<file path="src/sv/sx7_pkg.sv">
// Package for the SysEx 7-bit packet decoder.
// Holds the protocol byte codes, the queue depth and the command type.
// Used by every module of the block; depends on nothing.
package sx7_pkg;

    localparam logic [7:0] StartByte  = 8'hF0;
    localparam logic [7:0] EndByte    = 8'hF7;
    localparam logic [7:0] IdReset    = 8'h12;
    localparam logic [2:0] LastIdx    = 3'd6;   // seven data bytes per group

    localparam int QDepth = 2;
    localparam int QPtrW  = (QDepth > 1) ? $clog2(QDepth) : 1;
    localparam int QCntW  = $clog2(QDepth + 1);

    // Result kinds.
    localparam logic KindData  = 1'b0;
    localparam logic KindError = 1'b1;

    typedef enum logic [1:0] {
        OP_HIGH = 2'd0,   // load the high-bit byte of a group
        OP_DATA = 2'd1,   // emit one decoded data byte
        OP_ERR  = 2'd2    // emit an identifier mismatch
    } t_op;

    typedef struct packed {
        t_op        op;
        logic [2:0] idx;
        logic [7:0] data;
    } t_cmd;

endpackage

</file>
<file path="src/sv/sx7_in_if.sv">
// Input channel of the SysEx decoder: one received MIDI byte per item.
// Depends on nothing.
interface sx7_in_if;
    logic       valid;
    logic       ready;
    logic [7:0] in_byte;

    modport source (output valid, output in_byte, input ready);
    modport sink   (input valid, input in_byte, output ready);
endinterface

</file>
<file path="src/sv/sx7_out_if.sv">
// Output channel of the SysEx decoder: one decoded byte or error per item.
// Depends on nothing.
interface sx7_out_if;
    logic       valid;
    logic       ready;
    logic       kind;
    logic [7:0] out_byte;

    modport source (output valid, output kind, output out_byte, input ready);
    modport sink   (input valid, input kind, input out_byte, output ready);
endinterface

</file>
<file path="src/sv/sx7_front.sv">
// Front end of the SysEx decoder: packet framing, identifier check and
// group counting. Pushes commands into the queue. Depends on sx7_pkg, sx7_in_if.
module sx7_front (
    input  logic           i_clk,
    input  logic           i_rst_n,
    sx7_in_if.sink         i_in,
    input  logic           i_cfg_wr_en,
    input  logic [7:0]     i_cfg_wr_data,
    input  logic           i_q_full,
    output logic           o_push,
    output sx7_pkg::t_cmd  o_cmd
);

    typedef enum logic [3:0] {
        PH_HUNT = 4'b0001,
        PH_ID   = 4'b0010,
        PH_HIGH = 4'b0100,
        PH_DATA = 4'b1000
    } t_phase;

    t_phase     r_phase, n_phase;
    logic [2:0] r_idx, n_idx;
    logic [7:0] r_expected_id;
    logic       accept;
    logic [7:0] b;
    logic       is_end;

    assign i_in.ready = !i_q_full;
    assign accept     = i_in.valid && i_in.ready;
    assign b          = i_in.in_byte;
    assign is_end     = (b == sx7_pkg::EndByte);

    always_comb begin
        n_phase    = r_phase;
        n_idx      = r_idx;
        o_push     = 1'b0;
        o_cmd.op   = sx7_pkg::OP_DATA;
        o_cmd.idx  = r_idx;
        o_cmd.data = b;
        if (accept) begin
            unique case (r_phase)
                PH_HUNT: begin
                    if (b == sx7_pkg::StartByte) begin
                        n_phase = PH_ID;
                    end
                end
                PH_ID: begin
                    if (is_end) begin
                        n_phase = PH_HUNT;
                        n_idx   = 3'd0;
                    end else begin
                        n_phase = PH_HIGH;
                        // A wrong identifier is reported, then decoding goes on.
                        if (b != r_expected_id) begin
                            o_push   = 1'b1;
                            o_cmd.op = sx7_pkg::OP_ERR;
                        end
                    end
                end
                PH_HIGH: begin
                    if (is_end) begin
                        n_phase = PH_HUNT;
                        n_idx   = 3'd0;
                    end else begin
                        o_push   = 1'b1;
                        o_cmd.op = sx7_pkg::OP_HIGH;
                        n_idx    = 3'd0;
                        n_phase  = PH_DATA;
                    end
                end
                PH_DATA: begin
                    if (is_end) begin
                        n_phase = PH_HUNT;
                        n_idx   = 3'd0;
                    end else begin
                        o_push   = 1'b1;
                        o_cmd.op = sx7_pkg::OP_DATA;
                        if (r_idx == sx7_pkg::LastIdx) begin
                            n_idx   = 3'd0;
                            n_phase = PH_HIGH;
                        end else begin
                            n_idx = r_idx + 3'd1;
                        end
                    end
                end
                default: begin
                    n_phase = PH_HUNT;
                    n_idx   = 3'd0;
                end
            endcase
        end
    end

    always_ff @(posedge i_clk) begin
        if (!i_rst_n) begin
            r_phase       <= PH_HUNT;
            r_idx         <= 3'd0;
            r_expected_id <= sx7_pkg::IdReset;
        end else begin
            r_phase <= n_phase;
            r_idx   <= n_idx;
            if (i_cfg_wr_en) begin
                r_expected_id <= i_cfg_wr_data;
            end
        end
    end

`ifndef SYNTHESIS
    a_idx_range: assert property (@(posedge i_clk) disable iff (!i_rst_n)
        r_idx <= sx7_pkg::LastIdx)
        else $error("group index past the last data byte");

    a_end_hunts: assert property (@(posedge i_clk) disable iff (!i_rst_n)
        (accept && is_end && r_phase != PH_HUNT) |=> (r_phase == PH_HUNT && r_idx == 3'd0))
        else $error("end byte did not return to hunting");
`endif

endmodule

</file>
<file path="src/sv/sx7_fifo.sv">
// Short command queue between the front end and the back end of the decoder.
// Depends on sx7_pkg.
module sx7_fifo (
    input  logic           i_clk,
    input  logic           i_rst_n,
    input  logic           i_push,
    input  sx7_pkg::t_cmd  i_cmd,
    output logic           o_full,
    input  logic           i_pop,
    output logic           o_empty,
    output sx7_pkg::t_cmd  o_cmd
);

    sx7_pkg::t_cmd                 r_mem [sx7_pkg::QDepth];
    logic [sx7_pkg::QPtrW-1:0]     r_wr_ptr, r_rd_ptr;
    logic [sx7_pkg::QCntW-1:0]     r_count;
    logic                          do_push, do_pop;

    assign o_full  = (r_count == sx7_pkg::QCntW'(sx7_pkg::QDepth));
    assign o_empty = (r_count == '0);
    assign o_cmd   = r_mem[r_rd_ptr];
    assign do_push = i_push && !o_full;
    assign do_pop  = i_pop && !o_empty;

    function automatic logic [sx7_pkg::QPtrW-1:0] bump(input logic [sx7_pkg::QPtrW-1:0] p);
        if (p == sx7_pkg::QPtrW'(sx7_pkg::QDepth - 1)) begin
            return '0;
        end
        return p + 1'b1;
    endfunction

    always_ff @(posedge i_clk) begin
        if (do_push) begin
            r_mem[r_wr_ptr] <= i_cmd;
        end
    end

    always_ff @(posedge i_clk) begin
        if (!i_rst_n) begin
            r_wr_ptr <= '0;
            r_rd_ptr <= '0;
            r_count  <= '0;
        end else begin
            if (do_push) begin
                r_wr_ptr <= bump(r_wr_ptr);
            end
            if (do_pop) begin
                r_rd_ptr <= bump(r_rd_ptr);
            end
            if (do_push && !do_pop) begin
                r_count <= r_count + 1'b1;
            end else if (do_pop && !do_push) begin
                r_count <= r_count - 1'b1;
            end
        end
    end

`ifndef SYNTHESIS
    a_no_overflow: assert property (@(posedge i_clk) disable iff (!i_rst_n)
        i_push |-> !o_full)
        else $error("command pushed into a full queue");

    a_count_range: assert property (@(posedge i_clk) disable iff (!i_rst_n)
        r_count <= sx7_pkg::QCntW'(sx7_pkg::QDepth))
        else $error("queue count out of range");
`endif

endmodule

</file>
<file path="src/sv/sx7_back.sv">
// Back end of the SysEx decoder: holds the group high bits, restores bit 7
// of data bytes and drives the output register. Depends on sx7_pkg, sx7_out_if.
module sx7_back (
    input  logic           i_clk,
    input  logic           i_rst_n,
    input  logic           i_q_empty,
    input  sx7_pkg::t_cmd  i_cmd,
    output logic           o_pop,
    sx7_out_if.source      o_out
);

    logic       r_valid;
    logic       r_kind;
    logic [7:0] r_byte;
    logic [7:0] r_high_bits;

    // A command moves on whenever the output register is free or being drained.
    assign o_pop          = !i_q_empty && (!r_valid || o_out.ready);
    assign o_out.valid    = r_valid;
    assign o_out.kind     = r_kind;
    assign o_out.out_byte = r_byte;

    always_ff @(posedge i_clk) begin
        if (!i_rst_n) begin
            r_valid     <= 1'b0;
            r_high_bits <= 8'd0;
        end else begin
            if (o_out.ready) begin
                r_valid <= 1'b0;
            end
            if (o_pop) begin
                unique case (i_cmd.op)
                    sx7_pkg::OP_HIGH: begin
                        r_high_bits <= i_cmd.data;
                    end
                    sx7_pkg::OP_DATA: begin
                        r_valid <= 1'b1;
                    end
                    sx7_pkg::OP_ERR: begin
                        r_valid <= 1'b1;
                    end
                    default: begin
                    end
                endcase
            end
        end
    end

    always_ff @(posedge i_clk) begin
        if (o_pop && i_cmd.op == sx7_pkg::OP_DATA) begin
            r_kind <= sx7_pkg::KindData;
            r_byte <= {i_cmd.data[7] | r_high_bits[i_cmd.idx], i_cmd.data[6:0]};
        end else if (o_pop && i_cmd.op == sx7_pkg::OP_ERR) begin
            r_kind <= sx7_pkg::KindError;
            r_byte <= i_cmd.data;
        end
    end

`ifndef SYNTHESIS
    a_hold_stall: assert property (@(posedge i_clk) disable iff (!i_rst_n)
        (r_valid && !o_out.ready) |=> (r_valid && $stable(r_byte) && $stable(r_kind)))
        else $error("stalled result changed");
`endif

endmodule

</file>
<file path="src/sv/sysex_7bit_packet_decoder.sv">
// Top level of the SysEx 7-bit packet decoder.
// Depends on sx7_pkg, sx7_in_if, sx7_out_if, sx7_front, sx7_fifo, sx7_back.
//
//   Channel   Direction  Payload                 Handshake
//   i_in      in         in_byte[7:0]            valid / ready
//   o_out     out        kind, out_byte[7:0]     valid / ready
//   cfg       in         i_cfg_wr_data[7:0]      i_cfg_wr_en
//
// One item is taken per cycle while the command queue has room. An item that gives
// a result is queued when it is taken and then moves into the output register,
// from which the sink takes it; the register holds the result while the sink stalls.
// A two-entry command queue separates the front end from the output stage,
// so input stalls only once the queue is full behind a stalled output.
// Synchronous active-low reset returns to hunting for a start byte and loads
// the identifier register with 0x12; no clearing pass is needed.
module sysex_7bit_packet_decoder (
    input  logic       i_clk,
    input  logic       i_rst_n,
    sx7_in_if.sink     i_in,
    sx7_out_if.source  o_out,
    input  logic       i_cfg_wr_en,
    input  logic [7:0] i_cfg_wr_data
);

    logic          push, pop, q_full, q_empty;
    sx7_pkg::t_cmd push_cmd, head_cmd;

    sx7_front u_front (
        .i_clk         (i_clk),
        .i_rst_n       (i_rst_n),
        .i_in          (i_in),
        .i_cfg_wr_en   (i_cfg_wr_en),
        .i_cfg_wr_data (i_cfg_wr_data),
        .i_q_full      (q_full),
        .o_push        (push),
        .o_cmd         (push_cmd)
    );

    sx7_fifo u_fifo (
        .i_clk   (i_clk),
        .i_rst_n (i_rst_n),
        .i_push  (push),
        .i_cmd   (push_cmd),
        .o_full  (q_full),
        .i_pop   (pop),
        .o_empty (q_empty),
        .o_cmd   (head_cmd)
    );

    sx7_back u_back (
        .i_clk     (i_clk),
        .i_rst_n   (i_rst_n),
        .i_q_empty (q_empty),
        .i_cmd     (head_cmd),
        .o_pop     (pop),
        .o_out     (o_out)
    );

endmodule

</file>
<file path="src/flat_wrapper.sv">
// flat-port wrapper written by rule: the top's interface ports become plain ports
module sysex_7bit_packet_decoder_flat 
  (i_clk, i_rst_n, i_cfg_wr_en, i_cfg_wr_data, i_in_valid, i_in_in_byte, i_in_ready, o_out_valid, o_out_kind, o_out_out_byte, o_out_ready);
  sx7_in_if i_in_i ();
  sx7_out_if o_out_i ();
  input  logic i_clk;
  input  logic i_rst_n;
  input  logic i_cfg_wr_en;
  input  logic [7:0] i_cfg_wr_data;
  input wire logic [$bits(i_in_i.valid)-1:0] i_in_valid;
  input wire logic [$bits(i_in_i.in_byte)-1:0] i_in_in_byte;
  output wire logic [$bits(i_in_i.ready)-1:0] i_in_ready;
  output wire logic [$bits(o_out_i.valid)-1:0] o_out_valid;
  output wire logic [$bits(o_out_i.kind)-1:0] o_out_kind;
  output wire logic [$bits(o_out_i.out_byte)-1:0] o_out_out_byte;
  input wire logic [$bits(o_out_i.ready)-1:0] o_out_ready;
  assign i_in_i.valid = i_in_valid;
  assign i_in_i.in_byte = i_in_in_byte;
  assign i_in_ready = i_in_i.ready;
  assign o_out_valid = o_out_i.valid;
  assign o_out_kind = o_out_i.kind;
  assign o_out_out_byte = o_out_i.out_byte;
  assign o_out_i.ready = o_out_ready;
  sysex_7bit_packet_decoder u_core (.i_clk(i_clk), .i_rst_n(i_rst_n), .i_in(i_in_i), .o_out(o_out_i), .i_cfg_wr_en(i_cfg_wr_en), .i_cfg_wr_data(i_cfg_wr_data));
endmodule
</file>
<file path="config.mk">
export PLATFORM = sky130hd
export DESIGN_NAME = sysex_7bit_packet_decoder_flat
export DESIGN_NICKNAME = d
export VERILOG_FILES = /design/src/sv/sx7_pkg.sv /design/src/sv/sx7_in_if.sv /design/src/sv/sx7_out_if.sv /design/src/sv/sx7_front.sv /design/src/sv/sx7_fifo.sv /design/src/sv/sx7_back.sv /design/src/sv/sysex_7bit_packet_decoder.sv /design/src/flat_wrapper.sv
export SDC_FILE = /design/constraint.sdc
export NUM_CORES = 1
export LEC_CHECK = 0
export BUFFER_PORTS_ARGS = -buffer_cell sky130_fd_sc_hd__buf_2
export CORE_MARGIN = 2
export CORE_UTILIZATION = 61
export DETAILED_ROUTE_END_ITERATION = 16
export MAX_ROUTING_LAYER = met4
export PLACE_DENSITY = 0.93
export SYNTH_ARGS = -nofsm -noshare
export SYNTH_HDL_FRONTEND = slang
export SYNTH_SLANG_ARGS = --single-unit
</file>
<file path="constraint.sdc">
create_clock -name i_clk -period 7.4 [get_ports i_clk]
set_input_delay 1.11 -clock i_clk [delete_from_list [all_inputs] [get_ports i_clk]]
set_output_delay 1.11 -clock i_clk [all_outputs]
set_load 0.005 [all_outputs]
</file>
==> flow_summary.yaml, run 1 <==
logic_synthesis:
  ys_seq_area_frac: 0.597
  async_reset_ff_frac: 0
  synth_common_cells: "nor2_1, edfxtp_1, dfxtp_1"
  yosys_register_bits: 64
  netlist_instances: 229
  synth_top_cell_by_area: "edfxtp_1"
  syn_area_um2: 2720
  synth_most_common_cell: "nor2_1"
  synth_edf_count: 34
  yosysWarnings: 0
  synth_area_leaders: "edfxtp_1, dfxtp_1, mux2i_1, nor2_1, mux2_2"
  synth_top_area_share: 0.376
  syn_nets: 254
  ys.flop_type: "edfxtp_1"
  avgSynthCellArea_um2: 11.9
  yosysUniqueCellTypes: 40
cts:
  ctsHoldBuffers: 0
  htree_levels: 3
  cts_resized: 0
  cts_root_buffer: "clkbuf_8"
  cts_made_buffers: 9
  cts_sinks: 64
  clockBufferDepth: 2
  cts_setup_buffers: 0
  clkLatencyLatePin_ns: 0.35
  tritoncts: "done"
  cts.clk_slew.worst_paths_ns: 0.06
floorplanning:
  fp-row-count: 24
  dieHeight_um: 70.7
  initial_core_util: 0.628
  core-area_um2: 4320
  dieArea_um2: 5000
  die_w_um: 70.7
  ios: 32
finish:
  drive_gt1_frac: 0.211
  seqCellArea_um2: 1620
  multiInputGateArea_um2: 1050
  final_area_um2: 3100
  diodes: 0
  final_cell_count_no_fill: 322
  nNetsFinal: 290
  num-fill-cells: 301
  syn_to_final_growth_pct: 14.2
  final_util: 0.718
setup_path:
  reg2reg_slack_ns: 4.63
  critPathRequiredTime_ns: 7.36
  crit_start: "i_in_in_byte[7]"
  criticalPathCategory: "in -> reg"
  critPathMaxFanout: 13
  crit-reg2reg-launch: "u_core.u_front.r_phase[3]"
  startpoint_type: "primary input"
  arrival_ns: 3.05
  cp-end-kind: "flop"
timing:
  fin_crit_ns: 3.09
  finalCritPeriodShare: 0.418
  slew_viol_final: 0
  setup_viol: 0
  grt_setup_unrepaired: "false"
  worstMarginPinSlew_ns: 1.06
  relSlewSlack: 0.288
  max_freq_ghz: 0.323
  hold_viol_final: 0
  setup_tns_ns: 0
  whs_ns: 0.482
  finClkSkew_ns: 0.0171
hold_path:
  hp-start: "u_core.u_fifo.r_wr_ptr"
  hp-class: "reg -> reg"
detailed_routing:
  drt_iter0_drc: 74
  post-route-drc-count: 0
  via_per_inst: 5.86
  wl_per_cell_um: 16.2
  via_count: 1887
  wl_mm: 5.21
  antenna_left: 0
  firstDrtPassIters: 4
global_routing:
  grt_max_degree: 24
  grt_pass1_vias: 1841
  grt_antenna_before_repair: 0
  grt_pass1_wl_mm: 8.43
  grt_usage: 0.234
  grt-ovfl-total: 0
pwr:
  leakagePower_nw: 1.19
  irDropWorstVdd_mv: 0.166
  p_per_area_nw_per_um2: 303
flow_run:
  max_cap_violations: 0
placement:
  placed_area_um2: 2920
  globalplace.congestion: 0.913
  dp_hpwl_mm: 3.72
  port-buffer-count: 31
  dp_cells: 306
status:
  status: "finished, final reports clean"
worst max-delay path, stage by stage:
cell and delay [ns]:
buf_2 0.14, nand4b_1 0.12, nor2_1 0.18, or4_1 0.47, a21o_1 0.22, nor2_1 0.81
cell usage in the layout, fill, tap and decap left out, types with 2 or more instances in the layout:
cell / n
xor2_1: 3
clkbuf_1: 3
nand2_1: 8
mux2i_1: 17
nor3_1: 12
xnor2_1: 9
nor2_1: 35
mux2_2: 7
nor4b_1: 3
and2_1: 2
mux4_2: 2
nand2b_1: 2
clkbuf_8: 10
a21oi_1: 8
nand4_1: 5
o21ai_0: 10
dfxtp_1: 30
ha_1: 4
inv_1: 7
or4_1: 2
buf_2: 31
edfxtp_1: 34
nand3b_1: 3
nand3_1: 3
layer usage:
metal	vias to the layer above	routed length, µm	global-route usage
li1	915	-	-
met1	889	2230	0.265
met2	64	2550	0.362
met3	19	237	0.0855
met4	0	191	0.126
met5	-	0	-
flip-flops by register name, indices dropped and copies added (netlist names), named ones only:
| name | flops |
|---|---|
| u_core.u_fifo.r_mem | 26 |
| u_core.u_back.o_out.out_byte | 8 |
| u_core.u_back.r_high_bits | 8 |
| u_core.u_front.r_expected_id | 8 |
| u_core.u_front.r_phase | 4 |
| u_core.u_front.r_idx | 3 |
| u_core.u_fifo.r_count | 2 |
| u_core.u_back.o_out.kind | 1 |
| u_core.u_back.o_out.valid | 1 |
| u_core.u_fifo.r_rd_ptr | 1 |
| u_core.u_fifo.r_wr_ptr | 1 |
path summary, 6_finish.rpt:
path	end	cells past startpoint
hold / removal	u_core.u_fifo.r_wr_ptr	2
hold reg to reg	u_core.u_fifo.r_wr_ptr	2
setup / recovery	u_core.u_fifo.r_mem[0][3]	6
setup reg to reg	u_core.u_fifo.r_mem[0][3]	5
area by class of cell:
class / count / share of cell area
inverter: 7 / 0.00847
tap: 52 / 0.0210
clock inverter: 2 / 0.00444
multi-input combinational: 152 / 0.337
timing repair buffer: 31 / 0.0500
clock buffer: 14 / 0.0560
sequential: 64 / 0.523
where the power goes:
part	internal, mW	switching (mW)
sequential	0.421	0.0383
combinational	0.0944	0.106
clock	0.152	0.128
cells by family (layout without fill, tap and decap cells):
family,after synthesis,count (layout),synth area share
AOI/OAI and AO/OA,29,29,0.0691
DFF,64,64,0.597
muxes,26,26,0.108
xor gates and xnor gates,12,12,0.0387
buffers and inverters,13,54,0.0180
and+or+nand+nor,81,81,0.151
adders and majority gates,4,4,0.0184
per-stage QoR:
| stage | setup WS, ns | power (mW) |
|---|---|---|
| global placement | 4.03 | 0.653 |
| finish | 4.31 | 0.939 |
| detailed placement | 3.97 | 0.667 |
| global route | 4.15 | 0.988 |
| CTS | 4.33 | 0.945 |
| floorplan | 4.54 | 0.602 |
(Power assumes the default switching activity.)
==> inputs of run 2 (changes only) <==
--- a/config.mk
+++ b/config.mk
@@ -7,10 +7,10 @@
 export LEC_CHECK = 0
 export BUFFER_PORTS_ARGS = -buffer_cell sky130_fd_sc_hd__buf_2
 export CORE_MARGIN = 2
-export CORE_UTILIZATION = 61
+export CORE_UTILIZATION = 57
 export DETAILED_ROUTE_END_ITERATION = 16
 export MAX_ROUTING_LAYER = met4
-export PLACE_DENSITY = 0.93
+export PLACE_DENSITY = 0.88
 export SYNTH_ARGS = -nofsm -noshare
 export SYNTH_HDL_FRONTEND = slang
 export SYNTH_SLANG_ARGS = --single-unit
==> constraint.sdc (replaced) <==
create_clock -name i_clk -period 3.1 [get_ports i_clk]
set_input_delay 0.465 -clock i_clk [delete_from_list [all_inputs] [get_ports i_clk]]
set_output_delay 0.465 -clock i_clk [all_outputs]
set_load 0.005 [all_outputs]
==> run 2 against run 1 <==
Effect of this change: register-to-register slack got worse by 3.9 ns; critical path type is now reg -> reg; die area increased by 6.6%; largest power group unchanged; cell count increased by 1.9%; total power increased by 140%; highest routed layer unchanged; hold slack got worse by 0.13 ns; utilization decreased by 4.4 points; combinational power increased to 2.6 times the previous value; sequential share of layout area decreased by 0.58 points; clock power increased by 140%.
==> flow_summary.yaml, run 2 (same netlist as run 1, synthesis figures left out) <==
status:
  status: "finished, final reports clean"
timing:
  hold_viol_final: 0
  worstMarginPinSlew_ns: 0.795
  fin_crit_ns: 2.41
  finClkSkew_ns: 0.0119
  grt_setup_unrepaired: "false"
  finalCritPeriodShare: 0.778
  setup_viol: 0
  relSlewSlack: 0.469
  slew_viol_final: 0
  max_freq_ghz: 0.415
  setup_tns_ns: 0
setup_path:
  critPathMaxFanout: 8
  critPathRequiredTime_ns: 3.35
  crit_start: "u_core.u_front.r_phase[3]"
  startpoint_type: "flop"
  r2r_end: "u_core.u_fifo.r_count[1]"
  reg2reg_slack_ns: 0.69
  ff2ff_path_depth: 8
  criticalPathCategory: "reg -> reg"
  crit-reg2reg-launch: "u_core.u_front.r_phase[3]"
  arrival_ns: 2.66
  cp-end-kind: "flop"
cts:
  tritoncts: "done"
  htree_levels: 3
  cts_made_buffers: 9
  cts_setup_buffers: 0
  cts_sinks: 64
  cts.clk_slew.worst_paths_ns: 0.07
  ctsHoldBuffers: 0
  cts_root_buffer: "clkbuf_8"
  clkLatencyLatePin_ns: 0.34
  clockBufferDepth: 2
  cts_resized: 0
flow_run:
  max_cap_violations: 0
floorplanning:
  ios: 32
  initial_core_util: 0.583
  fp-row-count: 25
  dieHeight_um: 73.1
  dieArea_um2: 5340
  core-area_um2: 4660
  die_w_um: 73.1
finish:
  largest_register_ffs: 26
  drive_gt1_frac: 0.226
  diodes: 0
  syn_to_final_growth_pct: 15.5
  final_cell_mix: "nor2_1, edfxtp_1, buf_2"
  final_area_um2: 3140
  largest-register: "u_core.u_fifo.r_mem"
  nNetsFinal: 294
  final_cell_count_no_fill: 328
  final_common_cell: "nor2_1"
global_routing:
  grt_max_degree: 24
  grt_usage: 0.225
  grt-ovfl-total: 0
  grt_pass1_wl_mm: 8.67
  grt_antenna_before_repair: 0
  grt_pass1_vias: 1851
placement:
  globalplace.congestion: 0.899
  port-buffer-count: 31
  dp_hpwl_mm: 3.59
  dp_cells: 312
  placed_area_um2: 2950
hold_path:
  hp-start: "i_cfg_wr_data[1]"
  min_to: "u_core.u_front.r_expected_id[1]"
  hp-class: "in -> reg"
  min_path_cells: 3
detailed_routing:
  via_per_inst: 5.66
  post-route-drc-count: 0
  firstDrtPassIters: 4
  antenna_left: 0
  via_count: 1858
  wl_mm: 5.09
  drt_iter0_drc: 118
  wl_per_cell_um: 15.5
pwr:
  leakagePower_nw: 1.22
  irDropWorstVdd_mv: 0.393
  p_per_area_nw_per_um2: 719
[run 2: critical path: stages, from the launching register on]
cell,delay (ns)
dfxtp_1,0.45
xor2_1,0.22
o21ai_1,0.09
or4_1,0.50
a21o_1,0.22
inv_1,0.07
ha_1,0.25
or3_1,0.38
a21oi_1,0.14
[run 2: cell type report]
type / instances / area (µm²)
timing repair buffer: 35 / 185
inverter: 7 / 26.3
multi-input combinational: 152 / 1050
fill: 329 / 1520
sequential: 64 / 1620
clock inverter: 4 / 45.0
clock buffer: 12 / 145
tap: 54 / 67.6
[run 2: where the power goes]
group	internal, mW	total, mW	switching, mW	leakage, nW
registers	1.00	1.06	0.0537	0.569
logic	0.232	0.517	0.285	0.547
clock network	0.390	0.681	0.292	0.100
total	1.63	2.26	0.631	1.22
[run 2: stage by stage]
stage	total power, mW	hold WS, ns	setup slack, ns	utilization
after global routing	2.38	0.342	0.512	0.673
final	2.26	0.349	0.689	0.673
after floorplan	1.44	0.451	0.771	-
after global placement	1.57	0.463	0.770	0.632
after CTS	2.28	0.338	0.695	0.673
after detailed placement	1.59	0.477	0.715	0.632
[run 2: per-layer routing]
layer | part of all wire | track usage | routed length (µm)
met5 | 0 | - | 0
met4 | 0.012 | 0.0905 | 62
met3 | 0.039 | 0.0746 | 199
met2 | 0.50 | 0.356 | 2550
met1 | 0.45 | 0.264 | 2280
[run 2: worst max path at each step]
stage,endpoint,slack [ns],cells after the start
after floorplan,u_core.u_fifo.r_mem[1][0],0.77,5
after global placement,u_core.u_fifo.r_count[1],0.77,9
after detailed placement,u_core.u_fifo.r_count[1],0.72,9
after CTS,u_core.u_fifo.r_count[1],0.69,8
after global routing,u_core.u_fifo.r_count[1],0.51,8
final,u_core.u_fifo.r_count[1],0.69,8
==> inputs of run 3 (changes only) <==
==> constraint.sdc (replaced) <==
create_clock -name i_clk -period 2.45 [get_ports i_clk]
set_input_delay 0.3675 -clock i_clk [delete_from_list [all_inputs] [get_ports i_clk]]
set_output_delay 0.3675 -clock i_clk [all_outputs]
set_load 0.005 [all_outputs]
==> run 3 against run 2 <==
Effect of this change: cell count rose by 0.61%; design area up 0.64%; maximum frequency increased by 1.3%; wire length rose by 6.3%; via count is 2.4% higher; critical path type unchanged; critical endpoint unchanged.
==> flow_summary.yaml, run 3 (same netlist as run 1, synthesis figures left out) <==
status:
  status: "finished, final reports clean"
finish:
  nNetsFinal: 296
  num-fill-cells: 324
  final_cell_mix: "nor2_1, edfxtp_1, buf_2"
  syn_to_final_growth_pct: 16.2
  drive_gt1_frac: 0.239
  final_common_cell: "nor2_1"
  largest-register: "u_core.u_fifo.r_mem"
  final_area_um2: 3160
  final_cell_count_no_fill: 330
  largest_register_ffs: 26
  diodes: 0
placement:
  port-buffer-count: 31
  globalplace.congestion: 0.806
  dp_hpwl_mm: 3.65
  placed_area_um2: 2960
  dp_cells: 314
timing:
  max_freq_ghz: 0.420
  worstMarginPinSlew_ns: 0.760
  slew_viol_final: 0
  hold_viol_final: 0
  grt_setup_unrepaired: "false"
  finClkSkew_ns: 0.00365
  setup_tns_ns: 0
  fin_crit_ns: 2.38
  setup_viol: 0
  finalCritPeriodShare: 0.972
  relSlewSlack: 0.493
setup_path:
  startpoint_type: "flop"
  critPathMaxFanout: 8
  criticalPathCategory: "reg -> reg"
  cp-end-kind: "flop"
  critPathRequiredTime_ns: 2.71
  max_stage_delay_ns: 0.50
  crit_slowest_cell: "or4_1"
  arrival_ns: 2.64
  crit_chain: "xor2_2 > o21ai_1 > or4_1 > a21o_1 > inv_1 > ha_1 > or3_1 > a21oi_1"
pwr:
  p_per_area_nw_per_um2: 911
  pwr-share-seq: 0.468
  p_switching_mw: 0.844
  irDropWorstVdd_mv: 0.518
  leakagePower_nw: 1.22
  comb_power_share: 0.234
  clock_power_share: 0.298
  switching_share: 0.293
  p_int_mw: 2.03
detailed_routing:
  via_count: 1903
  antenna_left: 0
  via_per_inst: 5.77
  wl_mm: 5.41
  drt_iter0_drc: 176
  post-route-drc-count: 0
  firstDrtPassIters: 4
  wl_per_cell_um: 16.4
cts:
  clockBufferDepth: 2
  htree_levels: 3
  cts.clk_slew.worst_paths_ns: 0.07
  cts_made_buffers: 9
  tritoncts: "done"
  cts_root_buffer: "clkbuf_8"
  cts_sinks: 64
  ctsHoldBuffers: 0
  clkLatencyLatePin_ns: 0.34
floorplanning:
  initial_core_util: 0.583
  ios: 32
  core-area_um2: 4660
  dieHeight_um: 73.1
  fp-row-count: 25
  dieArea_um2: 5340
  die_w_um: 73.1
global_routing:
  grt_max_degree: 24
  grt_pass1_vias: 1967
  grt_antenna_before_repair: 0
  grt_usage: 0.236
  grt_pass1_wl_mm: 8.87
  grt-ovfl-total: 0
hold_path:
  hp-class: "in -> reg"
flow_run:
  max_cap_violations: 0
==> run 3: cell types whose count changed in the layout (fill, tap and decap cells not counted) <==
cell	delta
clkbuf_8	-1
clkbuf_1	-2
xor2_1	-1
dfxtp_1	-1
dfxtp_2	+1
xor2_2	+1
buf_4	+2
clkinvlp_4	+2
clkinv_2	-1
clkinv_1	+2
==> run 3: stage by stage <==
stage | total power, mW | setup slack, ns | hold slack [ns] | utilization
4_1_cts | 2.89 | 0.0435 | 0.230 | 0.676
2_1_floorplan | 1.82 | 0.121 | 0.429 | -
5_1_grt | 3.02 | 0.000992 | 0.262 | 0.678
3_5_place_dp | 2.03 | 0.00174 | 0.466 | 0.636
3_3_place_gp | 2.00 | 0.135 | 0.462 | 0.636
6_report | 2.88 | 0.0696 | 0.251 | 0.678
==> run 3: layer usage <==
metal	GRT usage	vias up	part of all wire
li1	-	919	-
met3	0.0746	14	0.051
met2	0.383	58	0.51
met1	0.256	912	0.41
met4	0.128	0	0.024
met5	-	-	0
==> run 3: what timing repair did <==
action | CTS | global route
setup buffers | 0 | 0
endpoints found under the setup margin | 1 | 1
gates resized for setup | 1 | 1
==> run 3: power by group through the flow <==
stage                     sequential (mW)  clock (mW)  combinational [mW]
after floorplan                      1.36           0               0.456
after global placement               1.36           0               0.638
after detailed placement             1.37           0               0.665
after CTS                            1.34       0.871               0.671
after global routing                 1.36       0.913               0.749
final                                1.34       0.857               0.674
==> run 3: final timing paths <==
check                                          startpoint                         endpoint  slack (ns)  cells past startpoint
worst max-delay path            u_core.u_front.r_phase[2]         u_core.u_fifo.r_count[1]        0.07                      8
worst min register to register     u_core.u_fifo.r_wr_ptr           u_core.u_fifo.r_wr_ptr        0.48                      2
worst min-delay path                     i_cfg_wr_data[1]  u_core.u_front.r_expected_id[1]        0.25                      3
worst max register to register  u_core.u_front.r_phase[2]         u_core.u_fifo.r_count[1]        0.07                      8
==> run 3: critical path, delay by kind of cell (launching register included) <==
family / cells / cell delay (ns)
simple gates: 2 / 0.89
compound gates: 3 / 0.48
flops: 1 / 0.42
fa+ha+maj: 1 / 0.25
xor+xnor: 1 / 0.18
buf+inv: 1 / 0.07
==> run 3: layout make-up <==
cell class,count,area [µm²],area share
Multi-Input combinational cell,152,1050,0.334
Timing Repair Buffer,37,200,0.0634
Clock buffer,9,124,0.0392
Tap cell,54,67.6,0.0214
Clock inverter,7,62.6,0.0198
Inverter,7,26.3,0.00832
Sequential cell,64,1620,0.514
